===== src/rtl/core/hglp_pkg.sv =====
// ---------------------------------------------------------------------------
// hglp_pkg
// Shared types, character codes and status codes for the request line parser.
// ---------------------------------------------------------------------------
package hglp_pkg;

  localparam int unsigned CfgWidth = 16;

  localparam logic [CfgWidth-1:0] REQ_LEN_RESET  = 16'd1000;
  localparam logic [CfgWidth-1:0] NAME_LEN_RESET = 16'd256;

  localparam logic CFG_MAX_REQUEST_LEN = 1'b0;
  localparam logic CFG_MAX_NAME_LEN    = 1'b1;

  localparam logic [7:0] CH_SP = 8'h20;
  localparam logic [7:0] CH_CR = 8'h0D;
  localparam logic [7:0] CH_LF = 8'h0A;

  localparam logic [2:0] ST_OK      = 3'd0;
  localparam logic [2:0] ST_NOTERM  = 3'd1;
  localparam logic [2:0] ST_METHOD  = 3'd2;
  localparam logic [2:0] ST_SYNTAX  = 3'd3;
  localparam logic [2:0] ST_TOOLONG = 3'd4;

  localparam logic KIND_NAME   = 1'b0;
  localparam logic KIND_STATUS = 1'b1;

  typedef struct packed {
    logic [7:0] data_byte;
    logic       buffer_end;
  } req_t;

  typedef struct packed {
    logic       result_kind;
    logic [7:0] name_byte;
    logic [2:0] status;
    logic       name_empty;
    logic       last;
  } res_t;

  typedef struct packed {
    logic valid;
    req_t data;
  } req_beat_t;

  typedef struct packed {
    logic valid;
    res_t data;
  } res_beat_t;

  function automatic logic [7:0] method_char(input logic [1:0] idx);
    logic [7:0] c;
    case (idx)
      2'd0:    c = 8'h47;  // G
      2'd1:    c = 8'h45;  // E
      2'd2:    c = 8'h54;  // T
      default: c = CH_SP;
    endcase
    return c;
  endfunction

  function automatic logic [7:0] version_char(input logic [2:0] idx);
    logic [7:0] c;
    case (idx)
      3'd0:    c = 8'h48;  // H
      3'd1:    c = 8'h54;  // T
      3'd2:    c = 8'h54;  // T
      3'd3:    c = 8'h50;  // P
      3'd4:    c = 8'h2F;  // /
      3'd5:    c = 8'h31;  // 1
      3'd6:    c = 8'h2E;  // .
      default: c = 8'h31;  // 1
    endcase
    return c;
  endfunction

endpackage


===== src/rtl/core/hglp_step.sv =====
// ---------------------------------------------------------------------------
// hglp_step
// Parser state, configuration registers and the per-byte update logic.
// ---------------------------------------------------------------------------
module hglp_step
  import hglp_pkg::*;
(
  input  logic                clk,
  input  logic                rst,
  input  logic                cfg_write,
  input  logic                cfg_index,
  input  logic [CfgWidth-1:0] cfg_data,
  input  req_beat_t           beat,
  input  logic                advance,
  output res_beat_t           res
);

  typedef enum logic [6:0] {
    PH_METHOD  = 7'b0000001,
    PH_SKIP    = 7'b0000010,
    PH_TARGET  = 7'b0000100,
    PH_VERSION = 7'b0001000,
    PH_HEADER  = 7'b0010000,
    PH_FAILED  = 7'b0100000,
    PH_DONE    = 7'b1000000
  } phase_t;

  logic [CfgWidth-1:0] max_request_len;
  logic [CfgWidth-1:0] max_name_len;

  phase_t      phase, phase_next;
  logic [3:0]  match_index, match_index_next;
  logic [15:0] byte_count, byte_count_next;
  logic [15:0] name_length, name_length_next;
  logic [2:0]  error_code, error_code_next;
  logic [1:0]  term, term_next;

  logic [7:0]  b;
  logic        at_end;
  logic        crlf;
  logic        complete;
  logic        emit_name;
  logic        fail;
  logic [2:0]  fail_code;
  logic [15:0] name_limit;
  logic [15:0] req_limit;
  logic        finish;
  logic [2:0]  st;

  always_ff @(posedge clk) begin
    if (rst) begin
      max_request_len <= REQ_LEN_RESET;
      max_name_len    <= NAME_LEN_RESET;
    end else if (cfg_write) begin
      unique case (cfg_index)
        CFG_MAX_REQUEST_LEN: max_request_len <= cfg_data;
        CFG_MAX_NAME_LEN:    max_name_len    <= cfg_data;
        default: ;
      endcase
    end
  end

  assign b      = beat.data.data_byte;
  assign at_end = beat.data.buffer_end;
  assign crlf   = (b == CH_CR) || (b == CH_LF);

  assign name_limit = (max_name_len != '0) ? max_name_len - 16'd1 : '0;
  assign req_limit  = (max_request_len != '0) ? max_request_len - 16'd1 : '0;

  always_comb begin
    phase_next       = phase;
    match_index_next = match_index;
    byte_count_next  = byte_count;
    name_length_next = name_length;
    error_code_next  = error_code;
    term_next        = term;
    complete         = 1'b0;
    emit_name        = 1'b0;
    fail             = 1'b0;
    fail_code        = ST_OK;
    finish           = 1'b0;
    st               = ST_OK;
    res.valid        = 1'b0;
    res.data         = '0;

    if (phase != PH_DONE) begin
      if (byte_count != 16'hFFFF) begin
        byte_count_next = byte_count + 16'd1;
      end

      if (b == CH_CR) begin
        term_next = (term == 2'd2) ? 2'd3 : 2'd1;
      end else if (b == CH_LF) begin
        complete  = (term == 2'd3);
        term_next = (term == 2'd1) ? 2'd2 : 2'd0;
      end else begin
        term_next = 2'd0;
      end

      unique case (phase)
        PH_METHOD: begin
          if (!match_index[3] && !match_index[2] && b == method_char(match_index[1:0])) begin
            if (match_index == 4'd3) begin
              match_index_next = '0;
              phase_next       = PH_SKIP;
            end else begin
              match_index_next = match_index + 4'd1;
            end
          end else begin
            fail      = 1'b1;
            fail_code = crlf ? ST_SYNTAX : ST_METHOD;
          end
        end
        PH_SKIP: begin
          if (b == CH_SP || crlf) begin
            fail      = 1'b1;
            fail_code = ST_SYNTAX;
          end else begin
            phase_next = PH_TARGET;
          end
        end
        PH_TARGET: begin
          if (crlf) begin
            fail      = 1'b1;
            fail_code = ST_SYNTAX;
          end else if (b == CH_SP) begin
            match_index_next = '0;
            phase_next       = PH_VERSION;
          end else if (name_length < name_limit) begin
            name_length_next = name_length + 16'd1;
            emit_name        = 1'b1;
          end else begin
            fail      = 1'b1;
            fail_code = ST_TOOLONG;
          end
        end
        PH_VERSION: begin
          if (!match_index[3]) begin
            if (b == version_char(match_index[2:0])) begin
              match_index_next = match_index + 4'd1;
            end else begin
              fail      = 1'b1;
              fail_code = ST_SYNTAX;
            end
          end else if (b == CH_CR) begin
            phase_next = PH_HEADER;
          end else begin
            fail      = 1'b1;
            fail_code = ST_SYNTAX;
          end
        end
        PH_HEADER, PH_FAILED, PH_DONE: ;
        default: ;
      endcase

      if (fail) begin
        if (fail_code == ST_TOOLONG) begin
          if (error_code == ST_OK) begin
            error_code_next = ST_TOOLONG;
          end
        end else begin
          if (error_code == ST_OK || error_code == ST_TOOLONG) begin
            error_code_next = fail_code;
          end
          phase_next = PH_FAILED;
        end
      end

      finish = complete || at_end || (byte_count_next >= req_limit);

      if (finish) begin
        if (complete && byte_count_next <= req_limit) begin
          st = (phase_next != PH_HEADER && error_code_next == ST_OK) ? ST_SYNTAX
                                                                      : error_code_next;
        end else begin
          st = ST_NOTERM;
        end
        res.valid            = 1'b1;
        res.data.result_kind = KIND_STATUS;
        res.data.status      = st;
        res.data.name_empty  = (st == ST_OK) && (name_length_next == '0);
        res.data.last        = 1'b1;
        phase_next           = PH_DONE;
      end else if (emit_name) begin
        res.valid            = 1'b1;
        res.data.result_kind = KIND_NAME;
        res.data.name_byte   = b;
      end
    end

    // restart on the closing byte of the client buffer
    if ((phase == PH_DONE || finish) && at_end) begin
      phase_next       = PH_METHOD;
      match_index_next = '0;
      byte_count_next  = '0;
      name_length_next = '0;
      error_code_next  = ST_OK;
      term_next        = '0;
    end
  end

  always_ff @(posedge clk) begin
    if (rst) begin
      phase       <= PH_METHOD;
      match_index <= '0;
      byte_count  <= '0;
      name_length <= '0;
      error_code  <= ST_OK;
      term        <= '0;
    end else if (advance) begin
      phase       <= phase_next;
      match_index <= match_index_next;
      byte_count  <= byte_count_next;
      name_length <= name_length_next;
      error_code  <= error_code_next;
      term        <= term_next;
    end
  end

endmodule


===== config.mk =====
export PLATFORM = sky130hd
export DESIGN_NAME = hglp_step
export DESIGN_NICKNAME = d
export VERILOG_FILES = /design/src/rtl/core/hglp_pkg.sv /design/src/rtl/core/hglp_step.sv
export SDC_FILE = /design/constraint.sdc
export NUM_CORES = 1
export LEC_CHECK = 0
export BUFFER_PORTS_ARGS = -buffer_cell sky130_fd_sc_hd__clkbuf_2
export CELL_PAD_IN_SITES_DETAIL_PLACEMENT = 1
export CELL_PAD_IN_SITES_GLOBAL_PLACEMENT = 1
export CORE_AREA = 2 2 117 119
export CTS_CLUSTER_DIAMETER = 80
export DETAILED_ROUTE_END_ITERATION = 10
export DIE_AREA = 0 0 119 121
export PLACE_DENSITY_LB_ADDON = 0.15
export SYNTH_ARGS = -nofsm -noshare
export SYNTH_HDL_FRONTEND = slang
export SYNTH_SLANG_ARGS = --single-unit
export TNS_END_PERCENT = 10

===== constraint.sdc =====
create_clock -name clk -period 8.8 [get_ports clk]
set_clock_uncertainty 0.2 [all_clocks]
set_input_delay 0.44 -clock clk [delete_from_list [all_inputs] [get_ports clk]]
set_output_delay 0.44 -clock clk [all_outputs]
set_load 0.005 [all_outputs]

==> summary.txt <==
Critical path
  – Critical path type: reg -> out
  – Reg2Reg Setup Slack: approximately 3.8 ns
  – CP arrival: 5.48 ns
  – CP Data Required Time: just over 8 ns
  – RR Endpoint: error_code[2]
  – Reg2Reg Depth: 17
  – Crit path launch type: register
  – CP max FO: 10
  – Crit. End Element: output pin
  – Worst R2R Start: max_name_len[2]

Floorplan
  – I/O Pins: 46
  – Row count: 42
  – Die Footprint: ~14000 um2
  – Placeable Area: between 10000 and 15000 um2
  – Initial core utilization: 0.478
  – Die width: 119 um
  – Die H: 121 um

Power and ir drop
  – Pwr/cell area: between 100 and 150 nW/um2
  – Pleak: about 2.7 nW
  – VDD IR max: 0.115 mV

Synth
  – Synth Cell Area: ~6300 um2
  – Synth async-reset ratio: 0
  – Yosys reg bits: 80
  – Synth warnings: 0
  – Post-synth EDFFs: 0
  – Synthesized net count: roughly 930
  – Seq/Total Area, Yosys: 0.256
  – Synth cell types: 80
  – Syn Area/Cell: around 7.3 um2
  – Post-synth top flop: dfxtp_1
  – Post-Synthesis Cells: between 800 and 900

Timing
  – Setup-failing EPs final: 0
  – Fin crit period: around 6.1 ns
  – Setup total negative slack: 0 ns
  – Count of pins over their slew limit: 0
  – Final Cycle Share: 0.696
  – Final Hold Viols: 0
  – RSZ-0062 raised after global routing: no
  – Fmax: about 0.16 GHz
  – Max-slew headroom: 0.387
  – Worst slew pin tran: 0.918 ns

Routing
  – Via Count: around 6400
  – First-pass iteration count of the detailed router: 4
  – DRC Markers: 0
  – Antenna Nets Post-Route: 0
  – WL/cell: 18.3 um
  – DRT Wirelength: 19200 um
  – Initial DRC count: 434
  – Number of vias per cell: 6.12

Clock tree
  – Reg clk slew, reported paths: roughly 0.060 ns
  – Num CTS Buffers: 9
  – Resized cells post-CTS: 0
  – CTS H-tree lvls: 3
  – Clock root cell: clkbuf_16
  – Max clock buf depth: 2
  – Buffers inserted by post-CTS timing repair: 0
  – CTS sink cnt: 80
  – Hold Buf Count CTS: 0
  – CTS tree: built
  – Clock insertion delay at the later pin of the skew report: roughly 0.35 ns

GRT
  – Number of global-route vias before repair: roughly 6500
  – Largest net degree at the start of global routing: 79
  – First-pass GRT wire length: 32100 um
  – Gr ovfl total: 0
  – GR Util All Layers: 0.274
  – Initial antenna violation count: 0

Placement
  – Placer Congestion: about 0.90
  – Final HPWL from detailed placement: roughly 14000 um
  – PortBufs: 44

Layout
  – Util after Layout: 0.524
  – Inserted Diodes: 0
  – Layout cells sized above 1: 0.0915
  – Area Overhead vs Synth: 9.60%
  – Nets: 944

Min path
  – Hold crit path type: in -> reg
  – HP Start: cfg_data[4]
  – Hold Crit Depth: 3
  – Worst Hold End: max_name_len[4]

Flow run
  – Max Cap Viol: 0

Run status
  – Status: completed
==> synth_stat cells, types with 3 or more instances <==
master,instances,area share
o21bai_1,3,0.0036
or4_1,6,0.0072
o21ai_0,27,0.022
a211oi_1,4,0.0048
xor2_1,21,0.029
nand2_1,143,0.086
a41oi_1,3,0.0042
nor4_1,11,0.011
nor2b_1,9,0.0090
a31oi_1,12,0.012
and3_1,12,0.012
o21ai_1,9,0.0072
mux2i_1,4,0.0064
nand4_1,13,0.013
nor2_1,67,0.040
o31ai_1,4,0.0048
o211a_1,3,0.0048
nand3b_1,9,0.011
xnor2_1,23,0.032
and2_1,14,0.014
a22oi_1,17,0.020
nand3_1,32,0.026
or3_1,9,0.0090
dfxtp_1,80,0.26
o211ai_1,6,0.0072
a21oi_1,79,0.063
a211o_1,3,0.0042
nand2b_1,6,0.0060
inv_1,21,0.013
nor3_1,43,0.034
a21o_1,3,0.0036
nor3b_1,6,0.0072
and4_1,4,0.0056
o21a_1,6,0.0072
clkbuf_1,44,0.026
nand4b_1,7,0.0098
ha_1,43,0.086
==> report_power, final <==
part | total [mW] | switching, mW | internal (mW)
clock | 0.396 | 0.156 | 0.241
combinational | 0.150 | 0.0939 | 0.0557
sequential | 0.385 | 0.0135 | 0.372
==> per-stage QoR <==
step / setup WS [ns] / hold WS (ns) / cells / cell area, um2 / total power, mW
floorplan: 3.84 / 0.258 / 858 / 6260 / 0.496
global placement: 3.21 / 0.276 / 1035 / 6550 / 0.533
detailed placement: 3.07 / 0.293 / 1035 / 6550 / 0.542
CTS: 2.64 / 0.130 / 1050 / 6860 / 0.936
global route: 2.29 / 0.152 / 1050 / 6860 / 0.971
finish: 2.68 / 0.138 / 1050 / 6860 / 0.931
==> layout make-up <==
cell class,count,area [um2]
inverters,22,82.6
well taps,176,220
clock inverters,3,40.0
flip-flops and latches,80,1600
clock buffers,12,267
repair buffers,48,250
multi-input cells,709,4400
fillers,1706,6230
==> placed cells by master, fill, tap and decap left out, types with 4 or more instances in the layout <==
| master | n |
|---|---|
| xnor2_1 | 23 |
| and2_1 | 14 |
| nor2_1 | 67 |
| o21ai_0 | 26 |
| nand3_1 | 32 |
| and3_1 | 12 |
| buf_4 | 4 |
| dfxtp_1 | 80 |
| nand3b_1 | 9 |
| o21a_1 | 6 |
| o21ai_1 | 9 |
| a211oi_1 | 4 |
| a31oi_1 | 12 |
| nand2b_1 | 6 |
| nand2_1 | 143 |
| or3_1 | 9 |
| a22oi_1 | 17 |
| and4_1 | 4 |
| inv_1 | 21 |
| nand4b_1 | 7 |
| mux2i_1 | 4 |
| xor2_1 | 21 |
| nor3_1 | 43 |
| nor2b_1 | 9 |
| a21oi_1 | 79 |
| clkbuf_2 | 44 |
| o31ai_1 | 4 |
| or4_1 | 6 |
| nand4_1 | 13 |
| o211ai_1 | 6 |
| nor3b_1 | 6 |
| ha_1 | 43 |
| nor4_1 | 11 |
| clkbuf_16 | 9 |
==> layer usage <==
layer / GRT usage / part of all wire / vias to the layer above
met5: 0 / 0 / -
met4: 0.118 / 0.025 / 0
met3: 0.0381 / 0.038 / 38
met2: 0.471 / 0.49 / 126
met1: 0.342 / 0.45 / 3132
li1: - / - / 3129
==> sequential cells by signal, indices dropped and copies added (netlist names) <==
signal           flops
name_length         16
max_name_len        16
byte_count          16
term                 2
phase                7
max_request_len     16
error_code           3
match_index          4
==> how the worst max path moves through the flow <==
stage | start | end | slack [ns] | cells past startpoint
floorplan | max_name_len[2] | res[1] | 3.84 | 17
global placement | max_name_len[2] | res[1] | 3.21 | 18
detailed placement | max_name_len[2] | res[1] | 3.07 | 18
CTS | max_name_len[2] | res[1] | 2.64 | 18
global route | max_name_len[2] | res[1] | 2.29 | 18
finish | max_name_len[2] | res[1] | 2.68 | 18
==> kinds of logic after synthesis <==
| kind of cell | Yosys count | synth area share |
|---|---|---|
| adders and majority gates | 43 | 0.0860 |
| xor gates and xnor gates | 44 | 0.0616 |
| DFF | 80 | 0.256 |
| buffers and inverters | 69 | 0.0420 |
| and+or+nand+nor | 415 | 0.340 |
| muxes | 5 | 0.00820 |
| AOI/OAI and AO/OA | 202 | 0.206 |
==> critical path: stages, from the launching register on <==
cell and delay, ns:
dfxtp_1 0.37, nor2_1 0.21, nand2_1 0.11, nor3_1 0.39, nand2_1 0.18, or4_1 0.47
nor3_1 0.20, xor2_1 0.17, nand2_1 0.09, ha_1 0.31, nand4_1 0.10, or3_1 0.45
o221ai_1 0.49, nor3_2 0.21, and4_4 0.26, or4_4 0.42, a2111oi_2 0.31, o2111a_1 0.27
clkbuf_2 0.13
Note: power is estimated with default switching activity, not from simulation.
